<file path="config.mk">
export PLATFORM = sky130hd
export DESIGN_NAME = vbr_info_header_parser
export DESIGN_NICKNAME = d
export VERILOG_FILES = /design/src/hw/rtl/vbrhp_pkg.sv /design/src/hw/rtl/vbrhp_core.sv /design/src/hw/rtl/vbr_info_header_parser.sv
export SDC_FILE = /design/constraint.sdc
export NUM_CORES = 1
export LEC_CHECK = 0
export BUFFER_PORTS_ARGS = -buffer_cell sky130_fd_sc_hd__buf_2
export CORE_ASPECT_RATIO = 0.8
export CORE_UTILIZATION = 45
export CTS_CLUSTER_DIAMETER = 200
export DETAILED_ROUTE_END_ITERATION = 16
export HOLD_SLACK_MARGIN = 0.05
export PLACE_DENSITY = 0.78
export SLEW_MARGIN = 20
export SYNTH_ARGS = -nofsm -noshare
export SYNTH_HDL_FRONTEND = slang
export SYNTH_SLANG_ARGS = --single-unit
</file>
<file path="constraint.sdc">
create_clock -name clk_i -period 4.1 [get_ports clk_i]
set_input_delay 1.025 -clock clk_i [delete_from_list [all_inputs] [get_ports clk_i]]
set_output_delay 1.025 -clock clk_i [all_outputs]
set_load 0.03 [all_outputs]
</file>
<file path="src/hw/rtl/vbrhp_pkg.sv">
// ----------------------------------------------------------------------------
// VBR info header parser package
// Types, state codes and tag constants shared by the parser modules.
// ----------------------------------------------------------------------------
package vbrhp_pkg;

  typedef enum logic [2:0] {
    PH_IDLE   = 3'd0,
    PH_SKIP   = 3'd1,
    PH_TAG    = 3'd2,
    PH_FLAGS  = 3'd3,
    PH_FRAMES = 3'd4,
    PH_BYTES  = 3'd5,
    PH_TOC    = 3'd6,
    PH_SCALE  = 3'd7
  } phase_e;

  typedef enum logic [2:0] {
    KIND_NONE   = 3'd0,
    KIND_FLAGS  = 3'd1,
    KIND_FRAMES = 3'd2,
    KIND_BYTES  = 3'd3,
    KIND_TOC    = 3'd4,
    KIND_SCALE  = 3'd5
  } kind_e;

  localparam logic [1:0] LayerThree = 2'd3;
  localparam logic [5:0] SkipShort  = 6'd9;
  localparam logic [5:0] SkipMid    = 6'd17;
  localparam logic [5:0] SkipLong   = 6'd32;
  localparam int unsigned WordBytes = 4;

  typedef struct packed {
    logic       start_req;
    logic [7:0] data_byte;
    logic [1:0] layer;
    logic       low_rate;
    logic       mono;
  } item_t;

  typedef struct packed {
    kind_e       kind;
    logic [31:0] value;
    logic [6:0]  toc_index;
    logic        last;
  } result_t;

  function automatic logic [7:0] tag_char(input logic [1:0] pos);
    logic [7:0] c;
    unique case (pos)
      2'd0:    c = 8'h58;
      2'd1:    c = 8'h69;
      2'd2:    c = 8'h6e;
      default: c = 8'h67;
    endcase
    return c;
  endfunction

endpackage

</file>
<file path="src/hw/rtl/vbrhp_core.sv">
// ----------------------------------------------------------------------------
// VBR info header parser core
// Holds the parse state and turns one byte into at most one result.
// ----------------------------------------------------------------------------
module vbrhp_core #(
  parameter int unsigned TOC_ENTRIES = 100
) (
  input  logic              clk_i,
  input  logic              rst_ni,
  input  logic              en_i,
  input  vbrhp_pkg::item_t   item_i,
  output logic              res_valid_o,
  output vbrhp_pkg::result_t res_o
);

  localparam logic [6:0] TocLast = 7'(TOC_ENTRIES - 1);
  localparam logic [6:0] WordLen = 7'(vbrhp_pkg::WordBytes);

  vbrhp_pkg::phase_e phase_q, phase_d;
  logic [6:0]  byte_count_q, byte_count_d;
  logic [31:0] word_shift_q, word_shift_d;
  logic [3:0]  present_flags_q, present_flags_d;
  logic [5:0]  skip_length_q, skip_length_d;

  vbrhp_pkg::phase_e cur_phase;
  logic [6:0]  cur_bc;
  logic [6:0]  bc_inc;
  logic [31:0] cur_ws;
  logic [31:0] ws_new;
  logic [3:0]  cur_pf;
  logic [3:0]  pf_new;
  logic [5:0]  cur_skip;
  vbrhp_pkg::phase_e nxt;

  function automatic vbrhp_pkg::phase_e next_after(input vbrhp_pkg::phase_e ph,
                                                   input logic [3:0] pf);
    vbrhp_pkg::phase_e r;
    r = vbrhp_pkg::PH_IDLE;
    priority if (ph < vbrhp_pkg::PH_FRAMES && pf[0]) begin
      r = vbrhp_pkg::PH_FRAMES;
    end else if (ph < vbrhp_pkg::PH_BYTES && pf[1]) begin
      r = vbrhp_pkg::PH_BYTES;
    end else if (ph < vbrhp_pkg::PH_TOC && pf[2]) begin
      r = vbrhp_pkg::PH_TOC;
    end else if (ph < vbrhp_pkg::PH_SCALE && pf[3]) begin
      r = vbrhp_pkg::PH_SCALE;
    end
    return r;
  endfunction

  always_comb begin
    cur_phase = phase_q;
    cur_bc    = byte_count_q;
    cur_ws    = word_shift_q;
    cur_pf    = present_flags_q;
    cur_skip  = skip_length_q;

    phase_d         = phase_q;
    byte_count_d    = byte_count_q;
    word_shift_d    = word_shift_q;
    present_flags_d = present_flags_q;
    skip_length_d   = skip_length_q;

    res_valid_o     = 1'b0;
    res_o.kind      = vbrhp_pkg::KIND_NONE;
    res_o.value     = '0;
    res_o.toc_index = '0;
    res_o.last      = 1'b0;

    if (item_i.start_req) begin
      cur_bc = '0;
      cur_ws = '0;
      cur_pf = '0;
      if (item_i.layer != vbrhp_pkg::LayerThree) begin
        cur_phase = vbrhp_pkg::PH_IDLE;
        res_valid_o = 1'b1;
        res_o.last  = 1'b1;
      end else begin
        if (item_i.low_rate) begin
          cur_skip = item_i.mono ? vbrhp_pkg::SkipShort : vbrhp_pkg::SkipMid;
        end else begin
          cur_skip = item_i.mono ? vbrhp_pkg::SkipMid : vbrhp_pkg::SkipLong;
        end
        cur_phase = vbrhp_pkg::PH_SKIP;
      end
    end

    bc_inc = cur_bc + 7'd1;
    ws_new = {cur_ws[23:0], item_i.data_byte};
    pf_new = (cur_phase == vbrhp_pkg::PH_FLAGS) ? item_i.data_byte[3:0] : cur_pf;
    nxt    = next_after(cur_phase, pf_new);

    phase_d         = cur_phase;
    byte_count_d    = cur_bc;
    word_shift_d    = cur_ws;
    present_flags_d = cur_pf;
    skip_length_d   = cur_skip;

    unique case (cur_phase)
      vbrhp_pkg::PH_SKIP: begin
        byte_count_d = bc_inc;
        if (bc_inc >= {1'b0, cur_skip}) begin
          phase_d      = vbrhp_pkg::PH_TAG;
          byte_count_d = '0;
        end
      end
      vbrhp_pkg::PH_TAG: begin
        if (item_i.data_byte != vbrhp_pkg::tag_char(cur_bc[1:0])) begin
          phase_d      = vbrhp_pkg::PH_IDLE;
          byte_count_d = '0;
          res_valid_o  = 1'b1;
          res_o.last   = 1'b1;
        end else begin
          byte_count_d = bc_inc;
          if (bc_inc >= WordLen) begin
            phase_d      = vbrhp_pkg::PH_FLAGS;
            byte_count_d = '0;
            word_shift_d = '0;
          end
        end
      end
      vbrhp_pkg::PH_FLAGS, vbrhp_pkg::PH_FRAMES,
      vbrhp_pkg::PH_BYTES, vbrhp_pkg::PH_SCALE: begin
        word_shift_d = ws_new;
        byte_count_d = bc_inc;
        if (bc_inc >= WordLen) begin
          present_flags_d = pf_new;
          phase_d         = nxt;
          byte_count_d    = '0;
          word_shift_d    = '0;
          res_valid_o     = 1'b1;
          res_o.value     = ws_new;
          res_o.last      = (nxt == vbrhp_pkg::PH_IDLE);
          unique case (cur_phase)
            vbrhp_pkg::PH_FLAGS:  res_o.kind = vbrhp_pkg::KIND_FLAGS;
            vbrhp_pkg::PH_FRAMES: res_o.kind = vbrhp_pkg::KIND_FRAMES;
            vbrhp_pkg::PH_BYTES:  res_o.kind = vbrhp_pkg::KIND_BYTES;
            default:              res_o.kind = vbrhp_pkg::KIND_SCALE;
          endcase
        end
      end
      vbrhp_pkg::PH_TOC: begin
        byte_count_d    = bc_inc;
        res_valid_o     = 1'b1;
        res_o.kind      = vbrhp_pkg::KIND_TOC;
        res_o.value     = {24'd0, item_i.data_byte};
        res_o.toc_index = cur_bc;
        if (cur_bc >= TocLast) begin
          phase_d      = nxt;
          byte_count_d = '0;
          word_shift_d = '0;
          res_o.last   = (nxt == vbrhp_pkg::PH_IDLE);
        end
      end
      default: begin
      end
    endcase
  end

  always_ff @(posedge clk_i or negedge rst_ni) begin
    if (!rst_ni) begin
      phase_q         <= vbrhp_pkg::PH_IDLE;
      byte_count_q    <= '0;
      word_shift_q    <= '0;
      present_flags_q <= '0;
      skip_length_q   <= '0;
    end else if (en_i) begin
      phase_q         <= phase_d;
      byte_count_q    <= byte_count_d;
      word_shift_q    <= word_shift_d;
      present_flags_q <= present_flags_d;
      skip_length_q   <= skip_length_d;
    end
  end

`ifndef ASSERT_OFF
  a_skip_bound: assert property (@(posedge clk_i) disable iff (!rst_ni)
    phase_q == vbrhp_pkg::PH_SKIP |-> byte_count_q < {1'b0, skip_length_q})
    else $error("skip count passed the side-info length");

  a_toc_bound: assert property (@(posedge clk_i) disable iff (!rst_ni)
    phase_q == vbrhp_pkg::PH_TOC |-> byte_count_q <= TocLast)
    else $error("seek-table index passed the last entry");
`endif

endmodule

</file>
<file path="src/hw/rtl/vbr_info_header_parser.sv">
// ----------------------------------------------------------------------------
// VBR info header parser
// Parses the Xing information header from the bytes of one audio frame.
// ----------------------------------------------------------------------------
// The block takes one frame byte per cycle, starting with the byte after the
// frame header, and reports the flags word, the optional counts, each seek
// table entry and the quality scale as separate items, the final one marked
// with last; a frame with no header gives a single item marked last. An item
// passes through an input register and then a result register, and one byte
// can be taken in every cycle while the output is not stalled.
module vbr_info_header_parser #(
  parameter int unsigned TOC_ENTRIES = 100
) (
  input  logic        clk_i,
  input  logic        rst_ni,
  input  logic        in_valid_i,
  output logic        in_stall_o,
  input  logic        start_req_i,
  input  logic [7:0]  data_byte_i,
  input  logic [1:0]  layer_i,
  input  logic        low_rate_i,
  input  logic        mono_i,
  output logic        out_valid_o,
  input  logic        out_stall_i,
  output logic [2:0]  kind_o,
  output logic [31:0] value_o,
  output logic [6:0]  toc_index_o,
  output logic        last_o
);

  logic               s0_valid_q, s0_valid_d;
  vbrhp_pkg::item_t   s0_item_q;
  logic               out_valid_q, out_valid_d;
  vbrhp_pkg::result_t out_res_q;
  logic               res_valid;
  vbrhp_pkg::result_t res;
  logic               out_free;
  logic               advance;
  logic               accept;

  assign out_free   = !out_valid_q || !out_stall_i;
  assign advance    = s0_valid_q && (out_free || !res_valid);
  assign in_stall_o = s0_valid_q && !advance;
  assign accept     = in_valid_i && !in_stall_o;

  vbrhp_core #(
    .TOC_ENTRIES(TOC_ENTRIES)
  ) u_core (
    .clk_i      (clk_i),
    .rst_ni     (rst_ni),
    .en_i       (advance),
    .item_i     (s0_item_q),
    .res_valid_o(res_valid),
    .res_o      (res)
  );

  always_comb begin
    s0_valid_d = s0_valid_q;
    if (accept) begin
      s0_valid_d = 1'b1;
    end else if (advance) begin
      s0_valid_d = 1'b0;
    end
    out_valid_d = out_valid_q;
    if (advance && res_valid) begin
      out_valid_d = 1'b1;
    end else if (!out_stall_i) begin
      out_valid_d = 1'b0;
    end
  end

  always_ff @(posedge clk_i or negedge rst_ni) begin
    if (!rst_ni) begin
      s0_valid_q  <= 1'b0;
      out_valid_q <= 1'b0;
    end else begin
      s0_valid_q  <= s0_valid_d;
      out_valid_q <= out_valid_d;
    end
  end

  always_ff @(posedge clk_i) begin
    if (accept) begin
      s0_item_q.start_req <= start_req_i;
      s0_item_q.data_byte <= data_byte_i;
      s0_item_q.layer     <= layer_i;
      s0_item_q.low_rate  <= low_rate_i;
      s0_item_q.mono      <= mono_i;
    end
    if (advance && res_valid) begin
      out_res_q <= res;
    end
  end

  assign out_valid_o = out_valid_q;
  assign kind_o      = out_res_q.kind;
  assign value_o     = out_res_q.value;
  assign toc_index_o = out_res_q.toc_index;
  assign last_o      = out_res_q.last;

`ifndef ASSERT_OFF
  a_stall_cause: assert property (@(posedge clk_i) disable iff (!rst_ni)
    in_stall_o |-> out_valid_q && out_stall_i)
    else $error("input stalled while the result register could move");

  a_none_is_last: assert property (@(posedge clk_i) disable iff (!rst_ni)
    out_valid_o && kind_o == vbrhp_pkg::KIND_NONE |-> last_o)
    else $error("no-header item not marked last");

  a_index_only_toc: assert property (@(posedge clk_i) disable iff (!rst_ni)
    out_valid_o && kind_o != vbrhp_pkg::KIND_TOC |-> toc_index_o == 7'd0)
    else $error("table index set on a non-table item");
`endif

endmodule
</file>
=== Word-level counts from Yosys, hierarchy flattened ===
Cells that the tools add are included.
Widths: inputs -> output; s select.

* Register bits after elaboration: 110
* Bits of input ports: 17
* Output and inout bits: 45
* Logic and storage cells: 105

* Add/sub/neg operators: 1
* Order comparisons: 7
* Eq/ne operators: 12
* Multiplexer cells: 50
* Reduce and logical (&&, ||, !) cells: 19

{| class="wikitable"
|+ Operators with widths
! kind !! count
|-
| $mux 32 || 5
|-
| $pmux 32 s3 || 1
|-
| $pmux 35 s2 || 1
|-
| $mux 35 || 1
|-
| $mux 7 || 5
|-
| $mux 3 || 10
|-
| $pmux 7 s4 || 1
|-
| $mux 6 || 4
|-
| $pmux 6 s3 || 1
|-
| $mux 4 || 4
|-
| $eq 3x3->1 const B || 4
|-
| $lt 3x3->1 const B || 4
|-
| $pmux 3 s4 || 1
|-
| $mux 1 || 11
|-
| $pmux 3 s3 || 1
|-
| $logic_and 1x1->1 || 8
|-
| $mux 8 || 1
|-
| $ne 8x8->1 || 1
|-
| $add 7x1->7 const B || 1
|-
| $ge 7x3->1 const B || 1
|-
| $ge 7x6->1 || 1
|-
| $ge 7x7->1 const B || 1
|-
| $eq 3x2->1 const B || 2
|-
| $pmux 1 s3 || 2
|-
| 12 further kinds || 17
|}

=== Depth between registers and ports, before layout ===
Gate-level depths: netlist of the first run.

* Word-level depth: 16
* Depth in mapped cells: 18

=== Modules after synthesis ===
Synthesis of the first run repeated with hierarchy kept, for this count alone.

* Cells, all modules: 409
* Area, all modules: 4835.9 um^2

{| class="wikitable"
|+ By module, submodules not included
! module !! instances !! cells an instance !! area each (um^2) !! seq. area each (um^2)
|-
| vbrhp_core || 1 || 341 || 3049.2 || 1101.1
|-
| vbr_info_header_parser || 1 || 68 || 1786.7 || 1731.7
|}

=== Worst setup path after synthesis of the first run ===
Ideal clock, no wire load.

* Path kind: reg2reg
* Start point: register s0_item_q[12] (netlist bit)
* End point: register out_res_q, in the netlist kind_o[0], enable pin
* Library setup time: 0.405 ns
* Arrival: 3.863 ns
* Required time: 3.695 ns
* Setup slack: -0.167 ns
* Cell stages (with the launch flop): 15
* Clock period less this slack: 4.267 ns
* Path through: edfxtp_1 -> buf_2 -> clkbuf_1 -> buf_2 -> nand2b_1 -> inv_1 -> ha_1 -> clkbuf_1 -> nand3_1 -> or3_1 -> nand2_1 -> o21a_1 -> a31oi_1 -> a31oi_1 -> and2_1

* Longest elaborated chain between the ends: 11
* Elaborated cells on any way between the ends: 25

{| class="wikitable"
|+ RTL lines
! element !! RTL line !! RTL
|-
| start, declared || vbr_info_header_parser.sv:32 || <nowiki>vbrhp_pkg::item_t s0_item_q;</nowiki>
|-
| $mux 7 (*) || vbrhp_core.sv:70 || <nowiki>if (item_i.start_req) begin</nowiki>
|-
| via u_core.cur_bc[1] || vbrhp_core.sv:26 || <nowiki>logic [6:0] cur_bc;</nowiki>
|-
| branches (longest 5 deep; another with $add 7x1->7) || - ||
|-
| $pmux 1 s3 (*) || vbrhp_core.sv:99 || <nowiki>unique case (cur_phase)</nowiki>
|-
| $logic_not 1->1 || vbr_info_header_parser.sv:42 || <nowiki>assign advance = s0_valid_q && (out_free || !res_valid);</nowiki>
|-
| $logic_or 1x1->1 || vbr_info_header_parser.sv:42 ||
|-
| $logic_and 1x1->1 || vbr_info_header_parser.sv:42 ||
|-
| $logic_and 1x1->1 (*) || vbr_info_header_parser.sv:90 || <nowiki>if (advance && res_valid) begin</nowiki>
|-
| end signal, assigned || vbr_info_header_parser.sv:91 || <nowiki>out_res_q <= res;</nowiki>
|-
| end, declared || vbr_info_header_parser.sv:34 || <nowiki>vbrhp_pkg::result_t out_res_q;</nowiki>
|}

Mark *: on every way through the listed nets, which the timed path passes. The select of a mux whose other input is x is not followed.
A chain may end at the register's enable or synchronous reset.

=== Worst setup path in the final report of the first run ===
* Start point: register s0_item_q[12] (netlist bit)
* End point: output in_stall_o

* Longest elaborated chain between the ends: 12
* Elaborated cells on any way between the ends: 26

{| class="wikitable"
|+ RTL lines
! element !! RTL line !! RTL
|-
| $mux 7 (*) || vbrhp_core.sv:70 ||
|-
| via u_core.cur_bc[1] || vbrhp_core.sv:26 ||
|-
| branches (longest 5 deep; another with $add 7x1->7) || - ||
|-
| $pmux 1 s3 (*) || vbrhp_core.sv:99 ||
|-
| $logic_not 1->1 (*) || vbr_info_header_parser.sv:42 ||
|-
| $logic_or 1x1->1 (*) || vbr_info_header_parser.sv:42 ||
|-
| $logic_and 1x1->1 (*) || vbr_info_header_parser.sv:42 ||
|-
| $logic_not 1->1 (*) || vbr_info_header_parser.sv:43 || <nowiki>assign in_stall_o = s0_valid_q && !advance;</nowiki>
|-
| $logic_and 1x1->1 (*) || vbr_info_header_parser.sv:43 ||
|-
| end, declared || vbr_info_header_parser.sv:17 || <nowiki>output logic in_stall_o,</nowiki>
|}

Marks and branches as above.

==> metrics.txt, run 1 <==
# TYPE chip_impl_metric gauge
chip_impl_info{name="outcome",value="completed"} 1
chip_impl_metric{name="synthesis.area",unit="mm2"} 0.00468
chip_impl_info{name="clockRootBuffer",value="clkbuf_16"} 1
chip_impl_metric{name="cp_data_arrival_time",unit="ns"} 2.94
chip_impl_metric{name="grtUsageTotal",unit="%"} 19.5
chip_impl_metric{name="synth_sequential_area_ratio",unit="%"} 60.5
chip_impl_metric{name="globalRoute.totalOverflow",unit=""} 0
chip_impl_metric{name="max-cap-violations",unit=""} 0
chip_impl_metric{name="detail_route.vias_per_cell",unit=""} 5.67
chip_impl_metric{name="wire_length_of_the_first_global_routing_pass",unit="mm"} 15.8
chip_impl_metric{name="timing_hold_violations_final",unit=""} 0
chip_impl_metric{name="timing.final.crit_period",unit="ns"} 3.96
chip_impl_metric{name="cts.htree.levels",unit=""} 3
chip_impl_metric{name="die_area",unit="mm2"} 0.0108
chip_impl_metric{name="worst_skew_pair.late_latency",unit="ns"} 0.35
chip_impl_metric{name="fp.coreArea",unit="mm2"} 0.00989
chip_impl_metric{name="cts_buffers",unit=""} 9
chip_impl_info{name="timing.critical_path.from",value="s0_item_q[12]"} 1
chip_impl_metric{name="dr.first_iter.drc_count",unit=""} 198
chip_impl_metric{name="die_height",unit="um"} 93.2
chip_impl_info{name="crit-reg2reg-launch",value="s0_item_q[12]"} 1
chip_impl_metric{name="min_delay_path_depth",unit=""} 2
chip_impl_metric{name="clkSinkCount",unit=""} 102
chip_impl_info{name="critical_path.startpoint_type",value="flip-flop"} 1
chip_impl_metric{name="power.density",unit="mW/mm2"} 435
chip_impl_metric{name="final_layout_size_suffix_gt1_share",unit="%"} 22.4
chip_impl_info{name="min_delay_worst_endpoint",value="u_core.skip_length_q[0]"} 1
chip_impl_metric{name="skew",unit="ns"} 0.0106
chip_impl_metric{name="cp_data_required_time",unit="ns"} 3.07
chip_impl_info{name="kind_of_critical_path",value="flip-flop to output port"} 1
chip_impl_metric{name="ys.warnings.count",unit=""} 0
chip_impl_metric{name="async_reset_ff_share",unit="%"} 45.1
chip_impl_metric{name="drc",unit=""} 0
chip_impl_metric{name="chipWidth",unit="um"} 116
chip_impl_metric{name="fin_ws",unit="ns"} 0.137
chip_impl_metric{name="placement.io_buffers",unit=""} 61
chip_impl_metric{name="fin_worst_hold_slack",unit="ns"} 0.480
chip_impl_metric{name="syn-mean-instance-area",unit="um2"} 12.1
chip_impl_metric{name="worst_slew_pin_tran",unit="ns"} 1.04
chip_impl_metric{name="synth-edff-count",unit=""} 56
chip_impl_metric{name="max-clock-path-buffers",unit=""} 2
chip_impl_info{name="ys.flop_type",value="edfxtp_1"} 1
chip_impl_metric{name="finalSetupViolCount",unit=""} 0
chip_impl_metric{name="finalPower",unit="W"} 0.00238
chip_impl_metric{name="area_growth",unit="%"} 16.7
chip_impl_info{name="crit-reg2reg-capture",value="value_o[4]"} 1
chip_impl_metric{name="place_congestion",unit=""} 0.885
chip_impl_metric{name="vias_in_the_first_global_route",unit=""} 3043
chip_impl_metric{name="synthesis.instances",unit=""} 388
chip_impl_metric{name="floorplan.io_pins",unit=""} 62
chip_impl_metric{name="ff2ff_path_depth",unit=""} 12
chip_impl_metric{name="hpwlAfterDp",unit="mm"} 6.76
chip_impl_metric{name="start_util",unit="%"} 47.4
chip_impl_metric{name="synth_seq_cells",unit=""} 102
chip_impl_metric{name="dr_total_vias",unit=""} 3323
chip_impl_metric{name="firstDrtPassIters",unit=""} 5
chip_impl_metric{name="post-place-cells",unit=""} 569
chip_impl_metric{name="fin_setup_tns",unit="ns"} 0
chip_impl_metric{name="count_of_pins_over_their_slew_limit",unit=""} 0
chip_impl_metric{name="routed_wirelength",unit="mm"} 9.73
chip_impl_metric{name="insertedDiodeCount",unit=""} 0
chip_impl_metric{name="grt_antenna_before_repair",unit=""} 0
chip_impl_info{name="end_kind",value="output port"} 1
chip_impl_metric{name="finalCritPeriodShare",unit="%"} 96.6
chip_impl_metric{name="worst_setup_hold_path_clk_slew",unit="ns"} 0.08
chip_impl_metric{name="route.antenna.remaining_nets",unit=""} 0
chip_impl_metric{name="finalNonFillerCells",unit=""} 586
chip_impl_info{name="hold_path_startpoint",value="u_core.skip_length_q[0]"} 1
chip_impl_info{name="cts_tree",value="built"} 1
chip_impl_metric{name="dp_worst_setup_slack",unit="ns"} 0.354
chip_impl_metric{name="max_freq",unit="MHz"} 252
chip_impl_info{name="hold_path.class",value="flip-flop to flip-flop"} 1
chip_impl_metric{name="max-slew-margin-rel",unit="%"} 29.8
chip_impl_metric{name="total_leakage_power",unit="nW"} 2.29
chip_impl_metric{name="postSynthNetCount",unit=""} 415
chip_impl_metric{name="grt_max_degree",unit=""} 47
chip_impl_info{name="grt_setup_unrepaired",value="no"} 1
chip_impl_metric{name="setup.reg_to_reg.worst_slack",unit="ns"} 0.81
chip_impl_metric{name="timing.critical_path.fanout_max",unit=""} 7
chip_impl_metric{name="nNetsFinal",unit=""} 472
chip_impl_metric{name="rows",unit=""} 32
chip_impl_metric{name="route.detailed.wl_per_inst",unit="um"} 16.6
chip_impl_metric{name="cts_hold_buffers",unit=""} 0
chip_impl_metric{name="synthDistinctLibCells",unit=""} 58
chip_impl_metric{name="vdd.ir_drop.worst",unit="V"} 0.000360
## cell families after synthesis
family / count (synthesis) / synth area share (%)
AOI/OAI and AO/OA: 103 / 16.5
xor gates and xnor gates: 4 / 0.748
adders and majority gates: 11 / 2.89
buffers and inverters: 32 / 3.02
DFF: 102 / 60.5
muxes: 4 / 0.882
and+or+nand+nor: 132 / 15.5
## sequential cells by signal (all words and copies together), names as in the netlist, 4 cells and up
signal	cells
u_core.byte_count_q	7
toc_index_o	7
u_core.skip_length_q	6
value_o	32
u_core.word_shift_q	24
s0_item_q	13
u_core.present_flags_q	4
## power breakdown
part           internal, W  switching [W]  total [W]
sequential         0.00115      0.0000592    0.00121
clock             0.000437       0.000414   0.000850
combinational     0.000105       0.000215   0.000320
total              0.00169       0.000688    0.00238
## layer usage
metal  up-vias  GRT usage (%)  wire, um  share of wire [%]
met2       129           28.2      4230                 43
met1      1626           28.7      4720                 49
met5         -              0         0                  0
met4         0           6.09       112                1.2
met3        11           5.06       663                6.8
li1       1557              -         -                  -
## cell usage after synthesis (3+ instances only)
cell type	count	share of area, %
o2111ai_1	3	0.56
ha_1	10	2.7
clkbuf_1	10	0.80
nand3b_1	3	0.48
nor2b_1	13	1.7
or3_1	4	0.53
o21a_1	3	0.48
inv_1	10	0.80
and2_1	32	4.3
o21ai_0	14	1.5
xor2_1	3	0.56
a31oi_1	6	0.80
dfrtp_1	46	25
nand3_1	10	1.1
nor2_1	28	2.2
edfxtp_1	56	36
a22o_1	33	6.2
nand2_1	14	1.1
buf_2	11	1.2
a21boi_0	3	0.48
o22ai_1	3	0.40
mux2i_1	3	0.64
a21oi_1	13	1.4
and3_1	3	0.40
nand2b_1	8	1.1
nor3_1	5	0.53
## final cells by class
class / instances / area, um2
clock buffers: 9 / 225
well taps: 136 / 170
flip-flops and latches: 102 / 2830
clock inverters: 7 / 91.3
multi-input cells: 254 / 1750
inverters: 10 / 37.5
repair buffers: 68 / 360
fillers: 832 / 4430
## layout by cell type, fill, tap and decap left out, types with 5 or more instances in the layout
cell type,count
a21oi_1,13
nor2_1,28
inv_1,9
nand2b_1,7
nand2_1,13
a31oi_1,5
clkbuf_16,9
nand3_1,10
ha_1,9
nor2b_1,13
edfxtp_1,56
dfrtp_1,46
buf_4,8
a22o_1,33
nor3_1,5
o21ai_0,14
and2_1,31
buf_2,60
## worst max path at each step
stage / endpoint / slack (ns) / cells past startpoint
5_1_grt: in_stall_o / 0.006 / 11
2_1_floorplan: in_stall_o / 0.04 / 14
3_5_place_dp: in_stall_o / 0.35 / 11
4_1_cts: in_stall_o / 0.04 / 11
3_3_place_gp: in_stall_o / 0.43 / 11
6_report: in_stall_o / 0.14 / 11
## stage by stage
stage	utilization [%]	instance area [um2]
floorplan	-	4690
finish	55.3	5460
detailed placement	51.7	5110
global placement	51.7	5110
CTS	54.9	5430
global route	55.3	5460
## timing repair
action                     in CTS  in global routing
resized for setup               1                  5
pin swaps                       0                  1
setup buffers                   0                  1
setup endpoints to repair       1                  1
## worst max-delay path, cell delays in order, from the launching register on
cell	delay [ns]
edfxtp_1	0.43
nand2b_1	0.20
inv_1	0.11
ha_4	0.18
nand3_1	0.14
or3_4	0.41
nand2_2	0.10
o21a_1	0.16
a31oi_1	0.06
a31oi_2	0.35
and4_4	0.26
buf_2	0.19
Note: power is estimated with default switching activity, not from simulation.
==> run 2: changes to the inputs <==
- PLACE_DENSITY: 0.78 -> 0.76
- clock period: 4.1 -> 4.45 ns (I/O delays scaled with it)
==> run 2 against run 1 <==
Compared with the run above: worst hold slack improved by 0.012 ns; critical endpoint unchanged; cell count increased by 0.17%; clock power decreased by 12%; core utilization decreased by 0.54 points.
==> metrics.txt, run 2 (synthesis gave the netlist of run 1 again) <==
# TYPE chip_impl_metric gauge
chip_impl_metric{name="skew",unit="ns"} 0.0117
chip_impl_metric{name="vdd.ir_drop.worst",unit="V"} 0.000273
chip_impl_metric{name="ff2ff_path_depth",unit=""} 11
chip_impl_info{name="min_delay_worst_endpoint",value="u_core.word_shift_q[18]"} 1
chip_impl_metric{name="cts_buffers",unit=""} 9
chip_impl_metric{name="cts_hold_buffers",unit=""} 0
chip_impl_metric{name="cp_num_cells",unit=""} 11
chip_impl_metric{name="wire_length_of_the_first_global_routing_pass",unit="mm"} 15.9
chip_impl_metric{name="place_congestion",unit=""} 0.921
chip_impl_metric{name="count_of_pins_over_their_slew_limit",unit=""} 0
chip_impl_metric{name="min_delay_path_depth",unit=""} 1
chip_impl_metric{name="total_leakage_power",unit="nW"} 2.28
chip_impl_metric{name="die_area",unit="mm2"} 0.0108
chip_impl_metric{name="grt_max_degree",unit=""} 47
chip_impl_info{name="cp_cell_sequence",value="nand2b_1 > inv_1 > ha_1 > nand3_1 > or3_1 > nand2_1 > o21a_1 > a31oi_1 > a31oi_2 > and4_1 > buf_2"} 1
chip_impl_metric{name="chipWidth",unit="um"} 116
chip_impl_metric{name="finalSetupViolCount",unit=""} 0
chip_impl_metric{name="filler_cell_count",unit=""} 855
chip_impl_metric{name="cp_data_arrival_time",unit="ns"} 3.16
chip_impl_metric{name="finalCritPeriodShare",unit="%"} 96.1
chip_impl_info{name="end_kind",value="output port"} 1
chip_impl_metric{name="start_util",unit="%"} 47.4
chip_impl_metric{name="cp.buffers_inverters",unit=""} 2
chip_impl_metric{name="rows",unit=""} 32
chip_impl_metric{name="slowest_delay",unit="ns"} 0.41
chip_impl_metric{name="timing.critical_path.fanout_max",unit=""} 7
chip_impl_metric{name="nNetsFinal",unit=""} 473
chip_impl_metric{name="worst_slew_pin_tran",unit="ns"} 0.656
chip_impl_metric{name="max-cap-violations",unit=""} 0
chip_impl_metric{name="placement.io_buffers",unit=""} 61
chip_impl_metric{name="placedInstanceArea",unit="mm2"} 0.00512
chip_impl_metric{name="fp.coreArea",unit="mm2"} 0.00989
chip_impl_metric{name="hpwlAfterDp",unit="mm"} 7.10
chip_impl_metric{name="max_freq",unit="MHz"} 234
chip_impl_metric{name="regArea",unit="mm2"} 0.00283
chip_impl_metric{name="setup.reg_to_reg.worst_slack",unit="ns"} 0.99
chip_impl_metric{name="fin_ws",unit="ns"} 0.173
chip_impl_metric{name="fin_setup_tns",unit="ns"} 0
chip_impl_metric{name="firstDrtPassIters",unit=""} 5
chip_impl_info{name="cts_tree",value="built"} 1
chip_impl_info{name="clockRootBuffer",value="clkbuf_16"} 1
chip_impl_metric{name="dr_total_vias",unit=""} 3333
chip_impl_info{name="mostFrequentLayoutCells",value="buf_2, edfxtp_1, dfrtp_1"} 1
chip_impl_metric{name="globalRoute.totalOverflow",unit=""} 0
chip_impl_info{name="crit-reg2reg-launch",value="s0_item_q[12]"} 1
chip_impl_metric{name="drc",unit=""} 0
chip_impl_metric{name="cts.htree.levels",unit=""} 3
chip_impl_metric{name="grt_antenna_before_repair",unit=""} 0
chip_impl_info{name="final_common_cell",value="buf_2"} 1
chip_impl_metric{name="postLayoutCellArea",unit="mm2"} 0.00541
chip_impl_metric{name="worst_skew_pair.late_latency",unit="ns"} 0.35
chip_impl_metric{name="power.density",unit="mW/mm2"} 398
chip_impl_info{name="crit-reg2reg-capture",value="value_o[14]"} 1
chip_impl_info{name="hold_path.class",value="flip-flop to flip-flop"} 1
chip_impl_metric{name="cp_data_required_time",unit="ns"} 3.34
chip_impl_metric{name="post_cts_buffers",unit=""} 0
chip_impl_metric{name="largest_reg_flops",unit=""} 32
chip_impl_info{name="slowest_stage",value="edfxtp_1"} 1
chip_impl_metric{name="insertedDiodeCount",unit=""} 0
chip_impl_metric{name="worst_setup_hold_path_clk_slew",unit="ns"} 0.07
chip_impl_info{name="hold_path_startpoint",value="u_core.word_shift_q[18]"} 1
chip_impl_metric{name="routed_wirelength",unit="mm"} 10.1
chip_impl_info{name="grt_setup_unrepaired",value="no"} 1
chip_impl_metric{name="route.antenna.remaining_nets",unit=""} 0
chip_impl_metric{name="max-slew-margin-rel",unit="%"} 55.9
chip_impl_metric{name="dr.first_iter.drc_count",unit=""} 297
chip_impl_metric{name="floorplan.io_pins",unit=""} 62
chip_impl_metric{name="grtUsageTotal",unit="%"} 19.8
chip_impl_metric{name="die_height",unit="um"} 93.2
chip_impl_metric{name="timing.final.crit_period",unit="ns"} 4.28
chip_impl_info{name="kind_of_critical_path",value="flip-flop to output port"} 1
chip_impl_metric{name="vias_in_the_first_global_route",unit=""} 3153
chip_impl_metric{name="multi_input_comb_area",unit="mm2"} 0.00172
chip_impl_metric{name="final_layout_size_suffix_gt1_share",unit="%"} 21.1
chip_impl_metric{name="detail_route.vias_per_cell",unit=""} 5.68
chip_impl_metric{name="finish.utilization",unit="%"} 54.7
chip_impl_metric{name="timing_hold_violations_final",unit=""} 0
chip_impl_info{name="timing.critical_path.max_delay_family",value="simple AND/OR/NAND/NOR gates"} 1
chip_impl_metric{name="max-clock-path-buffers",unit=""} 2
chip_impl_metric{name="area_growth",unit="%"} 15.5
chip_impl_info{name="critical_path.startpoint_type",value="flip-flop"} 1
chip_impl_info{name="outcome",value="completed"} 1
chip_impl_metric{name="clkSinkCount",unit=""} 102
chip_impl_metric{name="dp_worst_setup_slack",unit="ns"} 0.546
chip_impl_metric{name="route.detailed.wl_per_inst",unit="um"} 17.2
[run 2: cell count changes in the layout (fill, tap and decap cells not counted), sizes merged]
cell | before | now
clkbuf | 9 | 11
inv | 11 | 12
buf | 68 | 69
clkinv | 6 | 3
[run 2: worst max path at each step]
stage	startpoint	endpoint	slack, ns
after global placement	s0_item_q[12]	in_stall_o	0.68
after global routing	u_core.byte_count_q[0]	in_stall_o	0.03
final	s0_item_q[12]	in_stall_o	0.17
after CTS	s0_item_q[12]	in_stall_o	0.14
after detailed placement	s0_item_q[12]	in_stall_o	0.55
after floorplan	s0_item_q[12]	in_stall_o	0.18
[run 2: worst register-to-register path, stage by stage, from the launching register on]
cell,delay (ns)
edfxtp_1,0.41
nand2b_1,0.22
inv_1,0.15
ha_1,0.32
nand3_1,0.17
or3_1,0.39
nand2_1,0.14
o21a_1,0.18
a31oi_1,0.07
a31oi_2,0.35
and2_2,0.20
buf_4,0.46
[run 2: layer usage]
layer | global-route usage (%) | wire length (um)
met5 | 0 | 0
met4 | 5.88 | 162
met3 | 5.18 | 709
met2 | 29.6 | 4490
met1 | 28.2 | 4760
[run 2: report_power, final]
group / leakage (nW) / internal, W / switching (W)
clock network: 0.142 / 0.000402 / 0.000348
logic: 0.978 / 0.0000937 / 0.000196
registers: 1.16 / 0.00106 / 0.0000524
[run 2: final cells by class]
cell class,instances,share of cell area [%]
well taps,136,3.15
repair buffers,69,6.80
clock inverters,5,0.786
inverters,10,0.694
clock buffers,11,4.49
flip-flops and latches,102,52.4
multi-input cells,254,31.7
[run 2: per-stage QoR]
stage	hold WS [ns]	std cells	power, W
final	0.492	587	0.00215
after global routing	0.506	587	0.00224
after CTS	0.498	587	0.00217
after detailed placement	0.475	571	0.00142
after global placement	0.450	571	0.00141
after floorplan	0.439	388	0.00132
[run 2: what timing repair did]
item | in CTS | in global routing
hold endpoints to repair | 0 | 0
resized for setup | 0 | 1
setup endpoints to repair | 0 | 1
